**src/sv/tdda_pkg.sv**
```systemverilog
// Shared types and codes for the two-axis DDA step generator.
// No dependencies; the top level, the result buffer and the testbench import it.
`default_nettype none

package tdda_pkg;

   // Command codes of an input item. Code 3 is not assigned and does nothing.
   typedef enum logic [1:0] {
      CMD_ENQUEUE = 2'd0,
      CMD_TICK    = 2'd1,
      CMD_STOP    = 2'd2
   } cmd_type;

   // Register indexes of the configuration port (byte address is 4 times this).
   localparam logic REG_INVERT_X = 1'b0;
   localparam logic REG_INVERT_Y = 1'b1;

   // One result item.
   typedef struct packed {
      logic accepted;
      logic step_x;
      logic step_y;
      logic dir_x_level;
      logic dir_y_level;
      logic segment_done;
      logic busy_res;
      logic queue_full;
   } rsp_type;

endpackage

`default_nettype wire

```
**src/sv/two_axis_dda_step_generator.sv**
```systemverilog
// Top level of the two-axis DDA step generator with a segment queue.
// Depends on tdda_pkg, tdda_queue_mem, tdda_axis and tdda_rsp_buf.
//
//   Channel  Direction  Handshake               Carries
//   req_*    in         req_valid / req_stall   command, segment fields
//   rsp_*    out        rsp_valid / rsp_stall   status and step pulses
//   apb      in/out     psel, penable, pready   invert_x (0x0), invert_y (0x4)
//
// The block takes one item every clock unless stalled. Each accepted item
// updates the whole state in the cycle it is taken, and its result is written
// into a two-entry result buffer at the same edge, so it is offered on the
// result channel in order. The queue entries live in one synchronous memory
// whose registered read always presents the entry at the read pointer. Reset
// is synchronous and clears pointers, the active segment and the pins; queue
// contents are not cleared. req_stall rises only when the result buffer is
// full, so a stalled result channel holds back at most two items.
`default_nettype none

module two_axis_dda_step_generator #(
   parameter int QUEUE_DEPTH = 16,
   parameter int COUNT_BITS  = 24
) (
   input  wire logic                  clock,
   input  wire logic                  reset,

   input  wire logic                  req_valid,
   output logic                       req_stall,
   input  wire logic [1:0]            req_command,
   input  wire logic [COUNT_BITS-1:0] req_steps_x,
   input  wire logic [COUNT_BITS-1:0] req_steps_y,
   input  wire logic                  req_dir_x,
   input  wire logic                  req_dir_y,
   input  wire logic [COUNT_BITS-1:0] req_segment_ticks,

   output logic                       rsp_valid,
   input  wire logic                  rsp_stall,
   output logic                       rsp_accepted,
   output logic                       rsp_step_x,
   output logic                       rsp_step_y,
   output logic                       rsp_dir_x_level,
   output logic                       rsp_dir_y_level,
   output logic                       rsp_segment_done,
   output logic                       rsp_busy_res,
   output logic                       rsp_queue_full,

   input  wire logic                  psel,
   input  wire logic                  penable,
   input  wire logic                  pwrite,
   input  wire logic [2:0]            paddr,
   input  wire logic [31:0]           pwdata,
   output logic      [31:0]           prdata,
   output logic                       pready
);

   import tdda_pkg::*;

   localparam int CB      = COUNT_BITS;
   localparam int ERR_W   = 2 * COUNT_BITS + 1;
   localparam int PTR_W   = $clog2(QUEUE_DEPTH);
   localparam int ENTRY_W = 3 * COUNT_BITS + 2;
   localparam logic [PTR_W-1:0] PTR_LAST = PTR_W'(QUEUE_DEPTH - 1);

   // Ring pointer advance; the queue depth need not be a power of two.
   function automatic logic [PTR_W-1:0] ptr_next(input logic [PTR_W-1:0] p);
      return (p == PTR_LAST) ? '0 : p + 1'b1;
   endfunction

   // Queue pointers and the active segment.
   logic [PTR_W-1:0] rd_ff, rd_in;
   logic [PTR_W-1:0] wr_ff, wr_in;
   logic             active_ff, active_in;
   logic [CB-1:0]    act_sx_ff, act_sx_in;
   logic [CB-1:0]    act_sy_ff, act_sy_in;
   logic [CB-1:0]    act_dur_ff, act_dur_in;
   logic [1:0]       act_dir_ff, act_dir_in;
   logic [CB-1:0]    elapsed_ff, elapsed_in;
   logic [ERR_W-1:0] err_x_ff, err_x_in;
   logic [ERR_W-1:0] err_y_ff, err_y_in;
   logic             pin_x_ff, pin_x_in;
   logic             pin_y_ff, pin_y_in;
   logic             inv_x_ff;
   logic             inv_y_ff;

   logic             acc;
   logic             buf_full;
   logic             wr_en;
   logic [ENTRY_W-1:0] wr_data;
   logic [ENTRY_W-1:0] head;
   logic             is_empty;
   logic             is_full;

   // Operands of this tick: the active segment, or the queue head on a pop.
   logic [CB-1:0]    use_sx, use_sy, use_dur;
   logic [1:0]       use_dir;
   logic [CB-1:0]    el_base, elapsed_nx;
   logic [ERR_W-1:0] ex_base, ey_base;
   logic [ERR_W-1:0] ex_next, ey_next;
   logic             hit_x, hit_y;
   logic             done;
   rsp_type          res;
   rsp_type          out_data;
   cmd_type          cmd;

   assign acc       = req_valid && !req_stall;
   assign req_stall = buf_full;
   assign cmd       = cmd_type'(req_command);
   assign is_empty  = (rd_ff == wr_ff);
   assign is_full   = (ptr_next(wr_ff) == rd_ff);
   assign wr_data   = {req_dir_y, req_dir_x, req_segment_ticks, req_steps_y, req_steps_x};

   // Configuration port: always ready, the register index is paddr[2].
   assign pready = 1'b1;
   assign prdata = {31'd0, (paddr[2] == REG_INVERT_Y) ? inv_y_ff : inv_x_ff};

   always_ff @(posedge clock) begin
      if (reset) begin
         inv_x_ff <= 1'b0;
         inv_y_ff <= 1'b0;
      end else if (psel && penable && pwrite && pready) begin
         if (paddr[2] == REG_INVERT_Y) begin
            inv_y_ff <= pwdata[0];
         end else begin
            inv_x_ff <= pwdata[0];
         end
      end
   end

   // When no segment is active, the queue head is loaded and the counter and
   // accumulators start from zero within the same tick.
   always_comb begin
      use_sx  = active_ff ? act_sx_ff  : head[CB-1:0];
      use_sy  = active_ff ? act_sy_ff  : head[2*CB-1:CB];
      use_dur = active_ff ? act_dur_ff : head[3*CB-1:2*CB];
      use_dir = active_ff ? act_dir_ff : head[3*CB+1:3*CB];
      el_base = active_ff ? elapsed_ff : '0;
      ex_base = active_ff ? err_x_ff   : '0;
      ey_base = active_ff ? err_y_ff   : '0;
      elapsed_nx = el_base + 1'b1;
      done       = (elapsed_nx >= use_dur);
   end

   tdda_axis #(.CB(CB), .ERR_W(ERR_W)) u_axis_x (
      .err_base (ex_base),
      .steps    (use_sx),
      .duration (use_dur),
      .err_next (ex_next),
      .step     (hit_x)
   );

   tdda_axis #(.CB(CB), .ERR_W(ERR_W)) u_axis_y (
      .err_base (ey_base),
      .steps    (use_sy),
      .duration (use_dur),
      .err_next (ey_next),
      .step     (hit_y)
   );

   // Next state and the result of the accepted item.
   always_comb begin
      rd_in      = rd_ff;
      wr_in      = wr_ff;
      active_in  = active_ff;
      act_sx_in  = act_sx_ff;
      act_sy_in  = act_sy_ff;
      act_dur_in = act_dur_ff;
      act_dir_in = act_dir_ff;
      elapsed_in = elapsed_ff;
      err_x_in   = err_x_ff;
      err_y_in   = err_y_ff;
      pin_x_in   = pin_x_ff;
      pin_y_in   = pin_y_ff;
      wr_en      = 1'b0;
      res        = '0;
      if (acc) begin
         case (cmd)
            CMD_ENQUEUE: begin
               // A zero duration or a full queue refuses the segment.
               if ((req_segment_ticks != '0) && !is_full) begin
                  wr_en        = 1'b1;
                  wr_in        = ptr_next(wr_ff);
                  res.accepted = 1'b1;
               end
            end
            CMD_TICK: begin
               // A tick with no active segment and an empty queue does nothing.
               if (active_ff || !is_empty) begin
                  if (!active_ff) begin
                     rd_in      = ptr_next(rd_ff);
                     act_sx_in  = use_sx;
                     act_sy_in  = use_sy;
                     act_dur_in = use_dur;
                     act_dir_in = use_dir;
                  end
                  elapsed_in = elapsed_nx;
                  err_x_in   = ex_next;
                  err_y_in   = ey_next;
                  if (hit_x) begin
                     pin_x_in   = use_dir[0] ^ inv_x_ff;
                     res.step_x = 1'b1;
                  end
                  if (hit_y) begin
                     pin_y_in   = use_dir[1] ^ inv_y_ff;
                     res.step_y = 1'b1;
                  end
                  active_in        = !done;
                  res.segment_done = done;
               end
            end
            CMD_STOP: begin
               rd_in     = '0;
               wr_in     = '0;
               active_in = 1'b0;
            end
            default: begin
            end
         endcase
      end
      res.dir_x_level = pin_x_in;
      res.dir_y_level = pin_y_in;
      res.busy_res    = active_in || (rd_in != wr_in);
      res.queue_full  = (ptr_next(wr_in) == rd_in);
   end

   always_ff @(posedge clock) begin
      if (reset) begin
         rd_ff      <= '0;
         wr_ff      <= '0;
         active_ff  <= 1'b0;
         act_sx_ff  <= '0;
         act_sy_ff  <= '0;
         act_dur_ff <= '0;
         act_dir_ff <= '0;
         elapsed_ff <= '0;
         err_x_ff   <= '0;
         err_y_ff   <= '0;
         pin_x_ff   <= 1'b0;
         pin_y_ff   <= 1'b0;
      end else begin
         rd_ff      <= rd_in;
         wr_ff      <= wr_in;
         active_ff  <= active_in;
         act_sx_ff  <= act_sx_in;
         act_sy_ff  <= act_sy_in;
         act_dur_ff <= act_dur_in;
         act_dir_ff <= act_dir_in;
         elapsed_ff <= elapsed_in;
         err_x_ff   <= err_x_in;
         err_y_ff   <= err_y_in;
         pin_x_ff   <= pin_x_in;
         pin_y_ff   <= pin_y_in;
      end
   end

   // The memory reads at the next read pointer, so the head is ready for the
   // following item, including one that pops right after a push.
   tdda_queue_mem #(.DEPTH(QUEUE_DEPTH), .WIDTH(ENTRY_W), .ADDR_W(PTR_W)) u_queue (
      .clock   (clock),
      .reset   (reset),
      .wr_en   (wr_en),
      .wr_addr (wr_ff),
      .wr_data (wr_data),
      .rd_addr (rd_in),
      .head    (head)
   );

   tdda_rsp_buf u_rsp_buf (
      .clock     (clock),
      .reset     (reset),
      .push      (acc),
      .push_data (res),
      .full      (buf_full),
      .out_valid (rsp_valid),
      .out_stall (rsp_stall),
      .out_data  (out_data)
   );

   assign rsp_accepted     = out_data.accepted;
   assign rsp_step_x       = out_data.step_x;
   assign rsp_step_y       = out_data.step_y;
   assign rsp_dir_x_level  = out_data.dir_x_level;
   assign rsp_dir_y_level  = out_data.dir_y_level;
   assign rsp_segment_done = out_data.segment_done;
   assign rsp_busy_res     = out_data.busy_res;
   assign rsp_queue_full   = out_data.queue_full;

   // A segment pushed into an empty queue is at the head in the next cycle.
   a_head_bypass: assert property (@(posedge clock) disable iff (reset)
      (wr_en && is_empty) |=> (head == $past(wr_data)))
      else $error("queue head does not show the segment just pushed");

   // The tick counter never passes the active segment's duration.
   a_elapsed_bound: assert property (@(posedge clock) disable iff (reset)
      active_ff |-> (elapsed_ff < act_dur_ff))
      else $error("active segment ran past its duration");

   // Every accepted item leaves a result waiting on the output.
   a_result_present: assert property (@(posedge clock) disable iff (reset)
      acc |=> rsp_valid)
      else $error("accepted item left no result");

   // A pop only happens from a queue that holds at least one segment.
   a_pop_nonempty: assert property (@(posedge clock) disable iff (reset)
      (acc && (cmd == CMD_TICK) && !active_ff && (rd_in != rd_ff)) |-> !is_empty)
      else $error("segment popped from an empty queue");

endmodule

`default_nettype wire

```
**src/sv/tdda_queue_mem.sv**
```systemverilog
// Segment queue storage: one synchronous memory with a registered read and a
// write-to-read bypass, so the entry at the read pointer is always on hand.
// Depends on nothing but its parameters.
`default_nettype none

module tdda_queue_mem #(
   parameter int DEPTH   = 16,
   parameter int WIDTH   = 74,
   parameter int ADDR_W  = 4
) (
   input  wire logic              clock,
   input  wire logic              reset,
   input  wire logic              wr_en,
   input  wire logic [ADDR_W-1:0] wr_addr,
   input  wire logic [WIDTH-1:0]  wr_data,
   input  wire logic [ADDR_W-1:0] rd_addr,
   output logic      [WIDTH-1:0]  head
);

   logic [WIDTH-1:0] mem_ff [DEPTH];
   logic [WIDTH-1:0] rd_data_ff;
   logic [WIDTH-1:0] byp_data_ff;
   logic             byp_ff;
   logic             byp_in;

   // A write to the address being read returns the old word, so the new
   // word is carried around the memory in that case.
   assign byp_in = wr_en && (wr_addr == rd_addr);

   always_ff @(posedge clock) begin
      if (wr_en) begin
         mem_ff[wr_addr] <= wr_data;
      end
      rd_data_ff  <= mem_ff[rd_addr];
      byp_data_ff <= wr_data;
   end

   always_ff @(posedge clock) begin
      if (reset) begin
         byp_ff <= 1'b0;
      end else begin
         byp_ff <= byp_in;
      end
   end

   assign head = byp_ff ? byp_data_ff : rd_data_ff;

endmodule

`default_nettype wire

```
**src/sv/tdda_axis.sv**
```systemverilog
// One axis of the DDA: adds the step count to the error accumulator and, when
// the sum reaches the duration, subtracts it and flags a step.
// Depends on nothing but its parameters.
`default_nettype none

module tdda_axis #(
   parameter int CB    = 24,
   parameter int ERR_W = 49
) (
   input  wire logic [ERR_W-1:0] err_base,
   input  wire logic [CB-1:0]    steps,
   input  wire logic [CB-1:0]    duration,
   output logic      [ERR_W-1:0] err_next,
   output logic                  step
);

   logic [ERR_W-1:0] sum;
   logic [ERR_W:0]   diff;

   always_comb begin
      sum      = err_base + {{(ERR_W-CB){1'b0}}, steps};
      diff     = {1'b0, sum} - {{(ERR_W+1-CB){1'b0}}, duration};
      step     = !diff[ERR_W];
      err_next = step ? diff[ERR_W-1:0] : sum;
   end

endmodule

`default_nettype wire

```
**src/sv/tdda_rsp_buf.sv**
```systemverilog
// Two-entry result buffer between the step logic and the result channel.
// Depends on tdda_pkg for the result item type.
`default_nettype none

module tdda_rsp_buf (
   input  wire logic              clock,
   input  wire logic              reset,
   input  wire logic              push,
   input  wire tdda_pkg::rsp_type push_data,
   output logic                   full,
   output logic                   out_valid,
   input  wire logic              out_stall,
   output tdda_pkg::rsp_type      out_data
);

   import tdda_pkg::*;

   rsp_type    slot_ff [2];
   logic       wr_idx_ff;
   logic       rd_idx_ff;
   logic [1:0] cnt_ff;
   logic       pop;

   assign out_valid = (cnt_ff != 2'd0);
   assign full      = (cnt_ff == 2'd2);
   assign out_data  = slot_ff[rd_idx_ff];
   assign pop       = out_valid && !out_stall;

   always_ff @(posedge clock) begin
      if (push) begin
         slot_ff[wr_idx_ff] <= push_data;
      end
   end

   always_ff @(posedge clock) begin
      if (reset) begin
         wr_idx_ff <= 1'b0;
         rd_idx_ff <= 1'b0;
         cnt_ff    <= 2'd0;
      end else begin
         if (push) begin
            wr_idx_ff <= !wr_idx_ff;
         end
         if (pop) begin
            rd_idx_ff <= !rd_idx_ff;
         end
         if (push && !pop) begin
            cnt_ff <= cnt_ff + 2'd1;
         end else if (pop && !push) begin
            cnt_ff <= cnt_ff - 2'd1;
         end
      end
   end

endmodule

`default_nettype wire

```
**config.mk**
```make
export PLATFORM = sky130hd
export DESIGN_NAME = two_axis_dda_step_generator
export DESIGN_NICKNAME = d
export VERILOG_FILES = /design/src/sv/tdda_pkg.sv /design/src/sv/two_axis_dda_step_generator.sv /design/src/sv/tdda_queue_mem.sv /design/src/sv/tdda_axis.sv /design/src/sv/tdda_rsp_buf.sv
export SDC_FILE = /design/constraint.sdc
export NUM_CORES = 2
export LEC_CHECK = 0
export BUFFER_PORTS_ARGS = -buffer_cell sky130_fd_sc_hd__buf_2
export CAP_MARGIN = 20
export CORE_AREA = 4 4 327 458
export CTS_CLUSTER_SIZE = 24
export DETAILED_ROUTE_END_ITERATION = 12
export DIE_AREA = 0 0 331 462
export MAX_ROUTING_LAYER = met4
export PLACE_DENSITY = 0.72
export SYNTH_ARGS = -nofsm -noshare
export SYNTH_HDL_FRONTEND = slang
export SYNTH_SLANG_ARGS = --single-unit
```
**constraint.sdc**
```tcl
create_clock -name clock -period 7.41 [get_ports clock]
set_input_delay 0.741 -clock clock [delete_from_list [all_inputs] [get_ports clock]]
set_output_delay 0.741 -clock clock [all_outputs]
set_load 0.05 [all_outputs]
```
---- Word level (Yosys, flattened, before mapping) ----
Memories as Yosys holds them, arrays and structs flattened. A register that Yosys moved wholly into a read port is not among the register bits.
Cells that the tools add are included.
cells by class
  order comparisons ....................... 1
  add/sub/neg operators ................... 10
  multipliers ............................. 0
  reductions and logical operators ........ 27
  bitwise operators ....................... 4
  equal/unequal tests ..................... 11
  muxes and demuxes ....................... 51
  divide/modulo/power cells ............... 0
  shift operators ......................... 0
operators by type and width
  operator                                       number
  2-to-1 mux 49 bit                              4
  subtractor 49 x 24 -> 50 bit                   2
  adder 49 x 24 -> 49 bit                        2
  2-to-1 mux 24 bit                              4
  2-to-1 mux 74 bit                              1
  2-to-1 mux 4 bit                               8
  2-to-1 mux 1 bit                               25
  adder 24 x 1 -> 24 bit, second input constant  1
  greater-or-equal comparator 24 bit             1
  nonzero test 24 bit                            1
  equality test 4 bit                            4
  case mux 4 bit (2 select lines)                2
  adder 4 x 1 -> 4 bit, second input constant    3
  equality test 4 bit, second input constant     3
  2-to-1 mux 2 bit                               5
  logical NOT 1 bit                              9
  logical AND 1 bit                              8
  equality test 2 bit, second input constant     2
  inequality test 4 bit                          1
  AND reduction 2 bit                            2
  AND reduction 4 bit                            1
  nonzero test 2 bit                             2
  2-to-1 mux 3 bit                               1
  AND reduction 3 bit                            1
  other kinds (8)                                11
storage, ports and cells
  memories ................................ 2
  flip-flop bits (word level) ............. 288
  input bits .............................. 118
  bits in writable memories ............... 1200
  bits in latches ......................... 0
  bits in read-only memories .............. 0
  output and inout bits ................... 43
  word-level logic and storage cells ...... 125
memory list
  name               depth  width  read ports  clocked after memory_dff  wr ports  line                  RTL
  u_queue.mem_ff     16     74     1           1                         1         tdda_queue_mem.sv:20  logic [WIDTH-1:0] mem_ff [DEPTH];
  u_rsp_buf.slot_ff  2      8      1           1                         1         tdda_rsp_buf.sv:18    rsp_type slot_ff [2];

---- Depth between registers and ports, before layout ----
  depth in word-level cells ............... 11
  mapped depth ............................ 36
  mapped depth without buffers ............ 25

---- Cells and area by module ----
Synthesis repeated with hierarchy kept, for this count alone.
unflattened totals
  cells, all modules ...................... 4750
  area total of the unflattened synthesis .. 68253.0 sq um
modules (own cells, without submodules)
  module                       cells each  sequential area each (sq um)  instances  area an instance (sq um)
  tdda_queue_mem               2066        38537.0                       1          48217.5
  two_axis_dda_step_generator  1393        4184.0                        1          10755.3
  tdda_axis                    622         0.0                           2          4245.3
  tdda_rsp_buf                 47          580.6                         1          789.5

---- Worst setup path before layout ----
OpenSTA, ideal clock, no wires.
  path type ............................... reg2reg
  from .................................... reg active_ff
  to ...................................... reg err_x_ff[48]
  setup time .............................. 0.133 ns
  arrival ................................. 7.410 ns
  required time ........................... 7.277 ns
  slack ................................... -0.133 ns
  cell stages (with the launch flop) ...... 35
  period minus slack after synthesis ...... 7.543 ns
  buffers on the path ..................... 10
  path through ............................ dfxtp_1 > buf_2 > buf_2 > clkbuf_1 > buf_1 > clkbuf_1 > clkbuf_1 > clkbuf_1 > clkbuf_1 > buf_1 > clkbuf_1 > and2_1 > ha_1 > a211o_1 > and3_1 > o21ba_2 > o211a_1 > o21a_1 > o21a_1 > nor2_1 > o21ai_0 > a21o_1 > a21oi_1 > xnor2_1 > ha_1 > a21oi_1 > o21ai_0 > o221ai_1 > a21boi_0 > a21oi_1 > nand4_1 > a211oi_2 > nor4b_1 > xor2_1 > a21oi_1
on the way
  word-level cells in the longest chain between the ends .. 4
  elaborated cells on any way between the ends .. 8
  classes of those cells .................. add/sub (2); mux (4); reduce/logical (2)
RTL lines
  element                                                 line                                                                    RTL
  start: declaration                                      two_axis_dda_step_generator.sv:71                                       logic active_ff, active_in;
  start signal: assignment                                two_axis_dda_step_generator.sv:241                                      active_ff <= active_in;
  2-to-1 mux 49 bit or 2-to-1 mux 24 bit (tied branches)  two_axis_dda_step_generator.sv:136, two_axis_dda_step_generator.sv:131
  adder 49 x 24 -> 49 bit                                 tdda_axis.sv:21                                                         sum = err_base + {{(ERR_W-CB){1'b0}}, steps};
  subtractor 49 x 24 -> 50 bit                            tdda_axis.sv:22                                                         diff = {1'b0, sum} - {{(ERR_W+1-CB){1'b0}}, duration};
  2-to-1 mux 49 bit                                       tdda_axis.sv:24                                                         err_next = step ? diff[ERR_W-1:0] : sum;
  end signal: assignment                                  two_axis_dda_step_generator.sv:247                                      err_x_ff <= err_x_in;
  end: declaration                                        two_axis_dda_step_generator.sv:77                                       logic [ERR_W-1:0] err_x_ff, err_x_in;
Parallel ways exist; a longest one is shown, timed or not.
A chain may end at the register's enable or synchronous reset.

---- Final worst setup path ----
  from .................................... reg u_queue.byp_ff
  to ...................................... reg err_x_ff[48]
on the way
  word-level cells in the longest chain between the ends .. 5
  elaborated cells on any way between the ends .. 6
  classes of those cells .................. add/sub (2); mux (4)
RTL lines
  element                       line                                RTL
  start: declaration            tdda_queue_mem.sv:23                logic byp_ff;
  start signal: assignment      tdda_queue_mem.sv:42                byp_ff <= byp_in;
  2-to-1 mux 74 bit *           tdda_queue_mem.sv:46                assign head = byp_ff ? byp_data_ff : rd_data_ff;
  2-to-1 mux 24 bit *           two_axis_dda_step_generator.sv:131  use_sx = active_ff ? act_sx_ff : head[CB-1:0];
  net u_axis_x.steps[4]         tdda_axis.sv:11                     input wire logic [CB-1:0] steps,
  adder 49 x 24 -> 49 bit *     tdda_axis.sv:21
  subtractor 49 x 24 -> 50 bit  tdda_axis.sv:22
  2-to-1 mux 49 bit *           tdda_axis.sv:24
The timed path passes the listed nets; every way through them passes the cells marked *.

==> out/metrics.cfg <==
[power_and_ir_drop]
sequentialPowerShare=0.504
power.static_leakage_uw=0.0257
power.share.switching=0.246
power.density_cell_area_nw_per_um2=248
pwr-share-clk=0.386
vdd_drop_max_mv=0.234
power.total_uw=19100
power_report.internal_total_uw=14400
netSwitchingPower_uw=4700
comb_power_share=0.110

[layout]
total_area_of_sequential_cells_sq_um=43300
finished_layout_cell_area_sq_um=77000
fin_nets=6129
multi_input_comb_area_sq_um=24700
layout_area_overhead_pct=10.5
drive_above_1_share=0.102
fillCellCount=11996

[worst_setup_path]
cp_capture_type=flip-flop
timing.setup.critical_path_class=reg -> reg
critPathArrivalTime_ns=7.53
timing.critical_path.required_ns=8.04
timing.critical_path.fanout_max=12
start_kind=flip-flop

[min_path]
timing.hold.worst.class=in -> reg

[sta]
number_of_pins_with_negative_max_slew_slack_in_the_final_report=0
timing.final.hold_violations=0
setup_repair_after_global_routing_missed_its_margin=false
finClkSkew_ns=0.0352
final.period_utilization=0.931
finalCriticalPeriod_ns=6.90
finalSetupViolCount=0
max-slew-margin-rel=0.191
max_slew.worst_pin.slew_ns=1.18
maxClockFrequency_ghz=0.145

[logic_synthesis]
yosys.area.top_type_share=0.517
synthDominantAreaCellType=edfxtp_1
synth_top_flop_cell=edfxtp_1
synth.lib_cells_used.distinct=94
yosys_warnings=0
sequential_fraction_of_the_synthesis_area=0.622
synthTopCellsByCount=edfxtp_1, nand2_1, a211oi_1
synth_enable_flop_cells=1200
post-synth-top-count-cell=edfxtp_1
synth_async_sr_flop_share=0
syn_avg_cell_area_sq_um=11.8
postSynthCellCount=5925
yosys_register_bits=1563
post_synth_main_area_contributors=edfxtp_1, dfxtp_1, nand2_1
post_synth_design_cell_area_sq_um=69600

[placement]
routabilityCongestion=0.976
buffers_on_ports=95
dp_hpwl_mm=103
placed_area_sq_um=72200

[job]
maxCapViolations=0

[detailed_routing]
drt-wirelength-per-cell_um=22.6
drt_pass1_iterations=6
antenna_violating_nets_post_route=0
detail_route.vias_per_cell=5.96
via_count=47421
routed_wl_mm=180
first_iter_violations=4005
post-route-drc-count=0

[clocking]
clock_insertion_delay_worst_skew_ns=0.78
number_of_buffers_on_the_longest_clock_path=3
cts_buffers=141
cts_root_buffer=clkbuf_16
clk_pin_slew_worst_paths_ns=0.07
numClockSinks=1563
clock_tree_from_tritoncts=built
cts.hold.buffers_added=0
cts_max_level=4

[grt]
first_pass_grt_wire_length_mm=271
grt_antenna_before_repair=24
total_gr_overflow=0
grt_usage=0.237
first_global_vias=46289
grt_max_degree=201

[die]
initial_utilization=0.478
die_area_sq_um=153000
area_of_the_core_sq_um=146000
io-pin-count=161
die_h_um=462
die_span_in_x_um=331
row_count=166

[outcome]
outcome=complete, no violations

[cell type report]
class / instances / area share
Clock buffer: 197 / 0.0510
Antenna cell: 25 / 0.000813
Clock inverter: 66 / 0.0100
Timing Repair Buffer: 199 / 0.0208
Tap cell: 1932 / 0.0314
Sequential cell: 1563 / 0.563
Multi-Input combinational cell: 3925 / 0.321
Inverter: 46 / 0.00228
[per-layer routing]
metal	wire length (um)	global-route usage
met4	8240	0.109
met2	88400	0.392
met5	0	-
met1	70500	0.284
met3	12400	0.0420
[kinds of logic (layout without fill, tap and decap cells)]
kind of cell / after synthesis / count (layout) / synth area share
AND/OR/NAND/NOR: 1965 / 1965 / 0.134
AO/OA/AOI/OAI: 1410 / 1410 / 0.138
XOR/XNOR: 190 / 190 / 0.0240
flip-flops: 1563 / 1563 / 0.622
buffers and inverters: 467 / 508 / 0.0276
adder cells (fa/ha/maj): 135 / 135 / 0.0247
multiplexers: 193 / 193 / 0.0302
other: 2 / 57 / 0.000108
[registers in the layout, indices dropped and copies added, names as in the netlist, named ones only]
register	count
u_rsp_buf.rd_idx_ff	1
act_dur_ff	24
u_rsp_buf.slot_ff	16
u_queue.byp_ff	1
act_sx_ff	24
u_queue.byp_data_ff	74
pin_y_ff	1
rd_ff	4
act_dir_ff	2
err_y_ff	49
err_x_ff	49
elapsed_ff	24
active_ff	1
u_rsp_buf.cnt_ff	2
u_queue.rd_data_ff	74
u_rsp_buf.wr_idx_ff	1
u_queue.mem_ff	1184
inv_y_ff	1
wr_ff	4
pin_x_ff	1
act_sy_ff	24
inv_x_ff	1
[final timing paths]
kind         slack, ns                      start                               to  depth (start not counted)
max               0.51  u_queue.byp_ff$_SDFF_PP0_        err_x_ff[48]$_SDFFE_PP0P_                         26
min               0.22            req_steps_x[14]  u_queue.byp_data_ff[14]$_DFF_P_                          1
max reg2reg       0.51  u_queue.byp_ff$_SDFF_PP0_        err_x_ff[48]$_SDFFE_PP0P_                         26
min reg2reg       0.45   err_x_ff[2]$_SDFFE_PP0P_         err_x_ff[2]$_SDFFE_PP0P_                          2
[worst max-delay path: stages (launching register included)]
cell and delay [ns]:
dfxtp_4 0.59, buf_16 0.22, mux2_2 0.36, mux2_2 0.29, ha_1 0.35, and4_1 0.23, and3_1 0.21, o21ba_2 0.25
o211a_1 0.22, o21a_1 0.21, o21a_1 0.18, nor2_1 0.14, o21ai_0 0.15, a21o_1 0.21, a21oi_1 0.18, xnor2_1 0.22
ha_1 0.35, a21oi_1 0.20, o21ai_0 0.14, o221ai_1 0.31, a21boi_0 0.18, a21oi_1 0.21, nand4_1 0.25, a211oi_2 0.43
nor4b_1 0.36, xor2_1 0.21, a21oi_1 0.09
[per-stage QoR]
| step | utilization | std cells | TNS [ns] | worst slack [ns] | hold WS (ns) |
|---|---|---|---|---|---|
| global route | 0.529 | 7948 | 0 | 0.0936 | 0.191 |
| floorplan | - | 5955 | -21.25 | -0.0960 | 0.427 |
| detailed placement | 0.496 | 7664 | 0 | 0.574 | 0.441 |
| finish | 0.529 | 7953 | 0 | 0.508 | 0.224 |
| global placement | 0.496 | 7661 | 0 | 0.610 | 0.435 |
| CTS | 0.528 | 7927 | 0 | 0.509 | 0.163 |
[power by group through the flow]
| stage | clock, uW | sequential (uW) | combinational [uW] |
|---|---|---|---|
| 2_1_floorplan | 0 | 9790 | 1460 |
| 3_3_place_gp | 0 | 9810 | 2040 |
| 3_5_place_dp | 0 | 9810 | 2060 |
| 4_1_cts | 7500 | 9620 | 2080 |
| 5_1_grt | 7840 | 9630 | 2280 |
| 6_report | 7370 | 9620 | 2100 |
[what timing repair did]
action,in CTS,in global routing
setup buffers,0,1
setup endpoints to repair,0,5
gates resized for setup,0,1
[placed cells by master (no fill, tap or decap), types with 18 or more instances in the layout]
cell / synthesis / routed
edfxtp_1: 1200 / 1200
nand2_1: 863 / 863
a211oi_1: 410 / 410
and2_1: 369 / 369
dfxtp_1: 363 / 361
a21oi_1: 327 / 325
nor2_1: 248 / 231
nor3_1: 189 / 185
a31oi_1: 183 / 183
a311oi_1: 154 / 154
clkbuf_16: 0 / 142
ha_1: 131 / 131
mux2_2: 130 / 130
o21ai_0: 115 / 115
xnor2_1: 103 / 103
buf_2: 17 / 94
xor2_1: 86 / 86
nand3_1: 84 / 84
buf_4: 36 / 77
mux2i_1: 62 / 61
nand4_1: 51 / 51
a21o_1: 46 / 46
inv_1: 45 / 45
clkbuf_1: 332 / 38
o211ai_1: 36 / 36
and3_1: 32 / 32
conb_1: 2 / 32
diode_2: 0 / 25
buf_12: 0 / 25
nand2b_1: 20 / 20
o21a_1: 20 / 20
clkinv_2: 0 / 18
Power figures use the tool's default switching activity.
